### config.mk
export PLATFORM = sky130hd
export DESIGN_NAME = dag_immorality_and_cycle_check_top
export DESIGN_NICKNAME = d
export VERILOG_FILES = /design/src/design/dic_pkg.sv /design/src/design/dag_immorality_and_cycle_check_top.sv /design/src/design/dic_row_ram.sv /design/src/design/dic_engine.sv
export SDC_FILE = /design/constraint.sdc
export NUM_CORES = 2
export LEC_CHECK = 0
export BUFFER_PORTS_ARGS = -buffer_cell sky130_fd_sc_hd__buf_2
export CAP_MARGIN = 20
export CORE_MARGIN = 2
export CORE_UTILIZATION = 63
export DETAILED_ROUTE_END_ITERATION = 8
export GPL_ROUTABILITY_DRIVEN = 0
export PLACE_DENSITY = 0.84
export SYNTH_ARGS = -nofsm -noshare
export SYNTH_HDL_FRONTEND = slang
export SYNTH_HIERARCHICAL = 1
export SYNTH_SLANG_ARGS = --single-unit
### constraint.sdc
create_clock -name clk_i -period 8.2 [get_ports clk_i]
set_input_delay 0.41 -clock clk_i [delete_from_list [all_inputs] [get_ports clk_i]]
set_output_delay 0.41 -clock clk_i [all_outputs]
set_load 0.03 [all_outputs]
### src/design/dic_pkg.sv
package dic_pkg;

  localparam int ROW_W  = 32;
  localparam int IDX_W  = 5;
  localparam int CNT_W  = 9;
  localparam int NODE_W = 6;
  localparam int SUM_W  = 10;

  typedef struct packed {
    logic [IDX_W-1:0] row_index;
    logic [ROW_W-1:0] parent_bits;
    logic             last_row;
  } in_word_t;

  typedef struct packed {
    logic [CNT_W-1:0] immorality_count;
    logic [ROW_W-1:0] cycle_mask;
  } out_word_t;

  // row write from the load side into the parent store
  typedef struct packed {
    logic             we;
    logic [IDX_W-1:0] addr;
    logic [ROW_W-1:0] data;
  } row_wr_t;

  typedef struct packed {
    logic              start;
    logic [NODE_W-1:0] node_cnt;
  } eng_cmd_t;

  typedef struct packed {
    logic busy;
    logic done;
  } eng_stat_t;

endpackage

### src/design/dag_immorality_and_cycle_check_top.sv
// Parent-matrix checker: immorality count and cycle membership of a small DAG.
// Input channel (in_valid_i / in_stall_o / in_word_i): one word per node, the
// node's parent bit-row; rows are sent in order and the word with last_row set
// closes the graph, the node count being row_index + 1 (capped at MAX_NODES).
// Rows at or above MAX_NODES are dropped.
// Load words are taken one per cycle while in_stall_o is low. The closing word
// starts an evaluation in one shared datapath that walks the stored rows through
// two row memories; the result is written to the output register after the
// reachability closure sweep and the co-parent sweep, which each read every row
// once per node. in_stall_o stays high after the closing word until the result
// is taken into the output register.
// Output channel (out_valid_o / out_stall_i / out_word_o): one word per graph.
// While the receiver stalls, the result word is held and new rows may still be
// loaded; a following evaluation waits for the register to free up.
// Reset clears the sequencer and the output valid; stored rows are not cleared.
module dag_immorality_and_cycle_check_top #(
  parameter int MAX_NODES = 32
) (
  input  logic               clk_i,
  input  logic               rst_ni,
  input  logic               in_valid_i,
  output logic               in_stall_o,
  input  dic_pkg::in_word_t  in_word_i,
  output logic               out_valid_o,
  input  logic               out_stall_i,
  output dic_pkg::out_word_t out_word_o
);
  import dic_pkg::*;

  localparam int SLOTS = (MAX_NODES < ROW_W) ? MAX_NODES : ROW_W;
  localparam logic [NODE_W-1:0] SLOTS_N = NODE_W'(SLOTS);

  logic              in_take, res_ready;
  logic [NODE_W-1:0] idx_p1;
  row_wr_t           ld;
  eng_cmd_t          cmd;
  eng_stat_t         stat;
  out_word_t         result;
  logic              out_valid_q;
  out_word_t         out_word_q;

  assign in_take = in_valid_i && !in_stall_o;
  assign idx_p1  = {1'b0, in_word_i.row_index} + NODE_W'(1);

  assign ld.we   = in_take && (int'(in_word_i.row_index) < MAX_NODES);
  assign ld.addr = in_word_i.row_index;
  assign ld.data = in_word_i.parent_bits;

  assign cmd.start    = in_take && in_word_i.last_row;
  assign cmd.node_cnt = (idx_p1 > SLOTS_N) ? SLOTS_N : idx_p1;

  assign res_ready = !out_valid_q || !out_stall_i;

  dic_engine #(.SLOTS(SLOTS)) u_engine (
    .clk_i       (clk_i),
    .rst_ni      (rst_ni),
    .ld_i        (ld),
    .cmd_i       (cmd),
    .res_ready_i (res_ready),
    .stat_o      (stat),
    .result_o    (result)
  );

  assign in_stall_o = stat.busy;

  always_ff @(posedge clk_i or negedge rst_ni) begin
    if (!rst_ni) begin
      out_valid_q <= 1'b0;
    end else if (stat.done) begin
      out_valid_q <= 1'b1;
    end else if (!out_stall_i) begin
      out_valid_q <= 1'b0;
    end
  end

  always_ff @(posedge clk_i) begin
    if (stat.done) begin
      out_word_q <= result;
    end
  end

  assign out_valid_o = out_valid_q;
  assign out_word_o  = out_word_q;

  // a finished evaluation never overwrites a word the receiver has not taken
  a_no_overwrite: assert property (@(posedge clk_i) disable iff (!rst_ni)
    stat.done |-> (!out_valid_q || !out_stall_i))
    else $error("result overwrites pending output word");

  // the closing row starts an evaluation and blocks further rows
  a_stall_after_last: assert property (@(posedge clk_i) disable iff (!rst_ni)
    (in_take && in_word_i.last_row) |=> in_stall_o)
    else $error("no stall after last row");

  a_count_range: assert property (@(posedge clk_i) disable iff (!rst_ni)
    out_valid_o |-> (out_word_o.immorality_count <= 9'd496))
    else $error("immorality count out of range");

  // a result only appears after an evaluation held the input side
  a_done_busy: assert property (@(posedge clk_i) disable iff (!rst_ni)
    stat.done |-> in_stall_o)
    else $error("done without busy engine");

endmodule

### src/design/dic_row_ram.sv
module dic_row_ram #(
  parameter int DEPTH = 32,
  parameter int WIDTH = 32,
  parameter int AW    = 5
) (
  input  logic             clk_i,
  input  logic             we_i,
  input  logic [AW-1:0]    waddr_i,
  input  logic [WIDTH-1:0] wdata_i,
  input  logic [AW-1:0]    raddr_i,
  output logic [WIDTH-1:0] rdata_o
);

  logic [WIDTH-1:0] mem [DEPTH];
  logic [WIDTH-1:0] rdata_q;

  always_ff @(posedge clk_i) begin
    if (we_i) begin
      mem[waddr_i] <= wdata_i;
    end
  end

  always_ff @(posedge clk_i) begin
    rdata_q <= mem[raddr_i];
  end

  assign rdata_o = rdata_q;

endmodule

### src/design/dic_engine.sv
module dic_engine #(
  parameter int SLOTS = 32
) (
  input  logic               clk_i,
  input  logic               rst_ni,
  input  dic_pkg::row_wr_t   ld_i,
  input  dic_pkg::eng_cmd_t  cmd_i,
  input  logic               res_ready_i,
  output dic_pkg::eng_stat_t stat_o,
  output dic_pkg::out_word_t result_o
);
  import dic_pkg::*;

  localparam int AW = (SLOTS > 1) ? $clog2(SLOTS) : 1;

  localparam logic [2:0] ST_IDLE = 3'd0;
  localparam logic [2:0] ST_INIT = 3'd1;
  localparam logic [2:0] ST_CLK  = 3'd2;
  localparam logic [2:0] ST_CLI  = 3'd3;
  localparam logic [2:0] ST_CYC  = 3'd4;
  localparam logic [2:0] ST_PAIR = 3'd5;
  localparam logic [2:0] ST_SUM  = 3'd6;
  localparam logic [2:0] ST_FIN  = 3'd7;

  function automatic logic [ROW_W-1:0] low_mask(input logic [NODE_W-1:0] n);
    logic [ROW_W-1:0] m;
    for (int b = 0; b < ROW_W; b++) begin
      m[b] = (NODE_W'(b) < n);
    end
    return m;
  endfunction

  function automatic logic [NODE_W-1:0] ones_in(input logic [ROW_W-1:0] v);
    logic [2:0]        nib [ROW_W/4];
    logic [NODE_W-1:0] c;
    for (int q = 0; q < ROW_W / 4; q++) begin
      nib[q] = 3'(v[4*q]) + 3'(v[4*q+1]) + 3'(v[4*q+2]) + 3'(v[4*q+3]);
    end
    c = '0;
    for (int q = 0; q < ROW_W / 4; q++) begin
      c = c + NODE_W'(nib[q]);
    end
    return c;
  endfunction

  logic [2:0]        st_q, st_d;
  logic              ph_q, ph_d;
  logic [NODE_W-1:0] i_q, i_d, k_q, k_d, n_q, n_d;
  logic [ROW_W-1:0]  mask_q, mask_d;
  logic [ROW_W-1:0]  wk_q, wk_d;
  logic [ROW_W-1:0]  acc_q, acc_d;
  logic [ROW_W-1:0]  col_q, col_d;
  logic [ROW_W-1:0]  rowk_q, rowk_d;
  logic [ROW_W-1:0]  cyc_q, cyc_d;
  logic [SUM_W-1:0]  tot_q, tot_d;

  logic [ROW_W-1:0]  par_rd, work_rd, work_wdata, g_row, unsat;
  logic [ROW_W-1:0]  i_hot, k_hot;
  logic [AW-1:0]     work_raddr;
  logic              work_we, done, i_last, k_last;

  dic_row_ram #(.DEPTH(SLOTS), .WIDTH(ROW_W), .AW(AW)) u_parent_ram (
    .clk_i   (clk_i),
    .we_i    (ld_i.we),
    .waddr_i (ld_i.addr[AW-1:0]),
    .wdata_i (ld_i.data),
    .raddr_i (i_q[AW-1:0]),
    .rdata_o (par_rd)
  );

  dic_row_ram #(.DEPTH(SLOTS), .WIDTH(ROW_W), .AW(AW)) u_work_ram (
    .clk_i   (clk_i),
    .we_i    (work_we),
    .waddr_i (i_q[AW-1:0]),
    .wdata_i (work_wdata),
    .raddr_i (work_raddr),
    .rdata_o (work_rd)
  );

  assign work_raddr = (st_q == ST_CLK) ? k_q[AW-1:0] : i_q[AW-1:0];
  assign i_last     = (i_q == n_q - NODE_W'(1));
  assign k_last     = (k_q == n_q - NODE_W'(1));
  assign i_hot      = ROW_W'(1) << i_q[IDX_W-1:0];
  assign k_hot      = ROW_W'(1) << k_q[IDX_W-1:0];
  assign g_row      = par_rd & mask_q;
  // co-parents of k, minus k itself and every node adjacent to k
  assign unsat      = acc_q & ~col_q & ~rowk_q & ~k_hot & mask_q;

  always_comb begin
    st_d       = st_q;
    ph_d       = ph_q;
    i_d        = i_q;
    k_d        = k_q;
    n_d        = n_q;
    mask_d     = mask_q;
    wk_d       = wk_q;
    acc_d      = acc_q;
    col_d      = col_q;
    rowk_d     = rowk_q;
    cyc_d      = cyc_q;
    tot_d      = tot_q;
    work_we    = 1'b0;
    work_wdata = work_rd;
    done       = 1'b0;
    unique case (st_q)
      ST_IDLE: begin
        if (cmd_i.start) begin
          st_d   = ST_INIT;
          n_d    = cmd_i.node_cnt;
          mask_d = low_mask(cmd_i.node_cnt);
          i_d    = '0;
          ph_d   = 1'b0;
          cyc_d  = '0;
          tot_d  = '0;
        end
      end
      ST_INIT: begin
        ph_d = ~ph_q;
        if (ph_q) begin
          work_we    = 1'b1;
          work_wdata = g_row & ~i_hot;
          if (i_last) begin
            st_d = ST_CLK;
            i_d  = '0;
            k_d  = '0;
          end else begin
            i_d = i_q + NODE_W'(1);
          end
        end
      end
      ST_CLK: begin
        ph_d = ~ph_q;
        if (ph_q) begin
          wk_d = work_rd;
          i_d  = '0;
          st_d = ST_CLI;
        end
      end
      ST_CLI: begin
        ph_d = ~ph_q;
        if (ph_q) begin
          if (work_rd[k_q[IDX_W-1:0]]) begin
            work_we    = 1'b1;
            work_wdata = work_rd | wk_q;
          end
          if (i_last) begin
            i_d = '0;
            if (k_last) begin
              st_d = ST_CYC;
            end else begin
              k_d  = k_q + NODE_W'(1);
              st_d = ST_CLK;
            end
          end else begin
            i_d = i_q + NODE_W'(1);
          end
        end
      end
      ST_CYC: begin
        ph_d = ~ph_q;
        if (ph_q) begin
          cyc_d[i_q[IDX_W-1:0]] = work_rd[i_q[IDX_W-1:0]];
          if (i_last) begin
            st_d   = ST_PAIR;
            i_d    = '0;
            k_d    = '0;
            acc_d  = '0;
            col_d  = '0;
            rowk_d = '0;
          end else begin
            i_d = i_q + NODE_W'(1);
          end
        end
      end
      ST_PAIR: begin
        ph_d = ~ph_q;
        if (ph_q) begin
          if ((i_q != k_q) && g_row[k_q[IDX_W-1:0]]) begin
            acc_d = acc_q | g_row;
          end
          col_d[i_q[IDX_W-1:0]] = g_row[k_q[IDX_W-1:0]];
          if (i_q == k_q) begin
            rowk_d = g_row;
          end
          if (i_last) begin
            st_d = ST_SUM;
          end else begin
            i_d = i_q + NODE_W'(1);
          end
        end
      end
      ST_SUM: begin
        tot_d = tot_q + SUM_W'(ones_in(unsat));
        ph_d  = 1'b0;
        if (k_last) begin
          st_d = ST_FIN;
        end else begin
          k_d    = k_q + NODE_W'(1);
          i_d    = '0;
          acc_d  = '0;
          col_d  = '0;
          rowk_d = '0;
          st_d   = ST_PAIR;
        end
      end
      ST_FIN: begin
        if (res_ready_i) begin
          done = 1'b1;
          st_d = ST_IDLE;
        end
      end
      default: begin
        st_d = ST_IDLE;
      end
    endcase
  end

  always_ff @(posedge clk_i or negedge rst_ni) begin
    if (!rst_ni) begin
      st_q <= ST_IDLE;
      ph_q <= 1'b0;
    end else begin
      st_q <= st_d;
      ph_q <= ph_d;
    end
  end

  always_ff @(posedge clk_i) begin
    i_q    <= i_d;
    k_q    <= k_d;
    n_q    <= n_d;
    mask_q <= mask_d;
    wk_q   <= wk_d;
    acc_q  <= acc_d;
    col_q  <= col_d;
    rowk_q <= rowk_d;
    cyc_q  <= cyc_d;
    tot_q  <= tot_d;
  end

  // every pair was seen from both ends
  assign result_o.immorality_count = tot_q[SUM_W-1:1];
  assign result_o.cycle_mask       = cyc_q;
  assign stat_o.busy               = (st_q != ST_IDLE);
  assign stat_o.done               = done;

endmodule
==> results.json <==
{
  "fin_crit_sh_pct": 85.3,
  "fill_cells": 8650,
  "final_layout_size_suffix_gt1_share_pct": 11.2,
  "crit_required_ns": 8.82,
  "p_total_mw": 38.1,
  "power.density_mw_per_mm2": 360,
  "postSynthCellCount": 5745,
  "multi_input_area_sq_mm": 0.0230,
  "fmax_mhz": 143,
  "clk_pin_slew_worst_paths_ns": 0.06,
  "regArea_sq_mm": 0.0707,
  "die_w_um": 393,
  "firstDrtPassIters": 8,
  "pwr-share-comb_pct": 32.4,
  "grt_antenna_before_repair": 17,
  "setup_ws_ns": 1.20,
  "stdcell_count": 8092,
  "rsz0062_at_grt": "false",
  "synth_warnings": 6,
  "core_sq_mm": 0.150,
  "criticalPathCategory": "reg -> reg",
  "nNetsFinal": 5981,
  "setup_viol": 0,
  "report.final.hold_viol_count": 0,
  "period_needed_ns": 7.00,
  "clock_latency_ns": 0.89,
  "pre_cts_ws_ns": 1.25,
  "post_cts.repair.setup_buffers": 0,
  "dp.cells": 7643,
  "netlist_area_sq_mm": 0.0953,
  "ant_nets": 0,
  "route.detailed.vias_per_inst": 6.78,
  "ir_drop_mv": 0.555,
  "final.setup_skew_ns": 0.0943,
  "dieArea_sq_mm": 0.154,
  "grt_max_degree": 136,
  "power_leakage_nw": 36.3,
  "synth_area_leaders": "edfxtp_1, mux2i_1, a22oi_1",
  "yosysMostFrequentCell": "edfxtp_1",
  "grt_pass1_wl_mm": 348,
  "seqPwrFrac_pct": 41.1,
  "synthToLayoutAreaGrowth_pct": 11.1,
  "hold_path_class": "in -> reg",
  "yosys.area.top_type_share_pct": 72.7,
  "port-buffer-count": 84,
  "wl_per_cell_um": 29.9,
  "status": "finished, final reports clean",
  "synth_top_area_cell": "edfxtp_1",
  "start_util_pct": 63.6,
  "p_switching_mw": 13.2,
  "yosysSeqAreaShare_pct": 74.2,
  "cts_buffer_depth": 3,
  "die_h_um": 393,
  "htreeDepth": 4,
  "ys_ff_latch": 2377,
  "cts_resized": 0,
  "setup_tns_ns": 0,
  "drc": 0,
  "critPathArrivalTime_ns": 7.62,
  "cts_made_buffers": 218,
  "ys.flop_type": "edfxtp_1",
  "cp-end-kind": "register",
  "p_clk_share_pct": 26.5,
  "cp_max_fo": 17,
  "synth_cell_types": 69,
  "drtIter0Drc": 8612,
  "wirelength_mm": 242,
  "holdBufCountCts": 19,
  "tightest_slew_ns": 1.23,
  "cp-start-kind": "register",
  "holdWs_ns": 0.0511,
  "synth_commonest_cells": "edfxtp_1, mux2i_1, nand2_1",
  "cts_tree": "built",
  "syn-num-nets": 5842,
  "dp_hpwl_mm": 129,
  "track_usage_pct": 30.9,
  "slew_violations": 0,
  "ioPinCount": 85,
  "synth.avg_cell_area_sq_um": 16.6,
  "power.internal_mw": 24.9,
  "cts_num_sinks": 2377,
  "async_flop_share_pct": 0.210,
  "gr-total-overflow": 0,
  "slew_headroom_pct": 17.6,
  "clock_tree.root_cell": "clkbuf_16",
  "synth_edf_count": 2308,
  "cap_violations": 0,
  "swShare_pct": 34.7,
  "via_count": 54900,
  "num_rows": 142,
  "grt_pass1_vias": 53800
}
==> flip-flops by register name, indices dropped and copies added (netlist names), 31 cells and up <==
register and cells:
u_engine/u_parent_ram/mem 1024, u_engine/u_work_ram/mem 1024, u_engine/mask_q 31, u_engine/u_work_ram/rdata_o 32, u_engine/u_parent_ram/rdata_o 32, u_engine/acc_q 32, u_engine/rowk_q 32, u_engine/wk_q 32
out_word_o 41, u_engine/cyc_q 32, u_engine/col_q 32
==> cells by family (layout without fill, tap and decap cells) <==
family | Yosys count | after routing | share of synthesized area (%)
multiplexers | 1063 | 1063 | 11.6
flip-flops | 2377 | 2377 | 74.2
XOR/XNOR | 29 | 29 | 0.324
buffers and inverters | 390 | 714 | 2.25
AO/OA/AOI/OAI | 841 | 841 | 5.92
AND/OR/NAND/NOR | 990 | 990 | 4.81
other | 0 | 7 | 0
adder cells (fa/ha/maj) | 55 | 55 | 0.927
==> per-layer routing <==
layer / part of all wire [%] / vias up / track usage (%)
met3: 14 / 743 / 8.32
met5: 0.052 / - / 0
met1: 35 / 27100 / 40.9
met2: 47 / 4251 / 48.7
li1: - / 22700 / -
met4: 4.6 / 20 / 13.3
==> area by class of cell <==
type                       instances  area share, %
inverter                          59          0.209
multi-input combinational       2978           21.8
timing repair buffer             250           2.03
antenna                            7         0.0165
sequential                      2377           66.8
clock inverter                   136           1.36
tap                             2016           2.38
clock buffer                     269           5.43
==> critical path, stage by stage, from the launching register on <==
cell	delay (ns)
edfxtp_1	0.32
buf_4	0.25
clkinv_1	0.31
ha_1	0.36
nand2_1	0.18
o21ai_0	0.18
fa_1	0.54
fa_1	0.52
fa_1	0.54
fa_1	0.44
fa_1	0.54
inv_1	0.05
fa_1	0.46
inv_1	0.09
fa_1	0.20
inv_1	0.07
fa_1	0.39
a21o_1	0.18
a21oi_1	0.22
o21bai_1	0.10
a21oi_1	0.21
nor2_1	0.06
o21ai_0	0.18
mux2_2	0.36
==> power by group through the flow <==
stage / Combinational, mW / Sequential [mW] / Clock [mW]
floorplan: 8.26 / 15.7 / 0
global route: 13.0 / 15.7 / 10.6
detailed placement: 11.5 / 15.9 / 0
global placement: 11.2 / 15.8 / 0
finish: 12.3 / 15.7 / 10.1
CTS: 11.7 / 15.6 / 10.1
==> cell usage in the layout, fill, tap and decap left out, drive strengths merged, types with 9 or more instances in the layout <==
cell type / count
a211oi: 42
a21oi: 272
a221o: 33
a22o: 128
a22oi: 192
a31oi: 65
buf: 229
bufinv: 18
clkbuf: 271
clkinv: 98
clkinvlp: 12
dfxtp: 64
dlygate4sd3: 19
edfxtp: 2308
fa: 26
ha: 29
inv: 67
mux2i: 1032
mux4: 28
nand2: 321
nand2b: 22
nand3: 205
nand3b: 11
nor2: 239
nor2b: 17
nor3: 100
nor4bb: 30
o21a: 10
o21ai: 75
or3: 9
xnor2: 14
xor2: 11
==> through the flow <==
| step | util (%) | area (sq um) |
|---|---|---|
| floorplan | - | 95300 |
| detailed placement | 65.3 | 98000 |
| CTS | 70.3 | 105000 |
| global placement | 65.3 | 98000 |
| global route | 70.6 | 106000 |
| finish | 70.6 | 106000 |
==> final timing paths <==
path	start	endpoint	slack, ns	cells past startpoint
hold reg to reg	u_engine/cyc_q[8]	out_word_o[8]	0.43	0
hold / removal	in_word_i[24]	u_engine/u_parent_ram/mem[2][23]	0.05	1
max in group asynchronous	rst_ni	out_valid_o	7.50	3
setup reg to reg	u_engine/k_q[0]	u_engine/tot_q[8]	1.20	23
min in group asynchronous	rst_ni	u_engine/ph_q	0.48	3
setup / recovery	u_engine/k_q[0]	u_engine/tot_q[8]	1.20	23
Power figures use the tool's default switching activity.
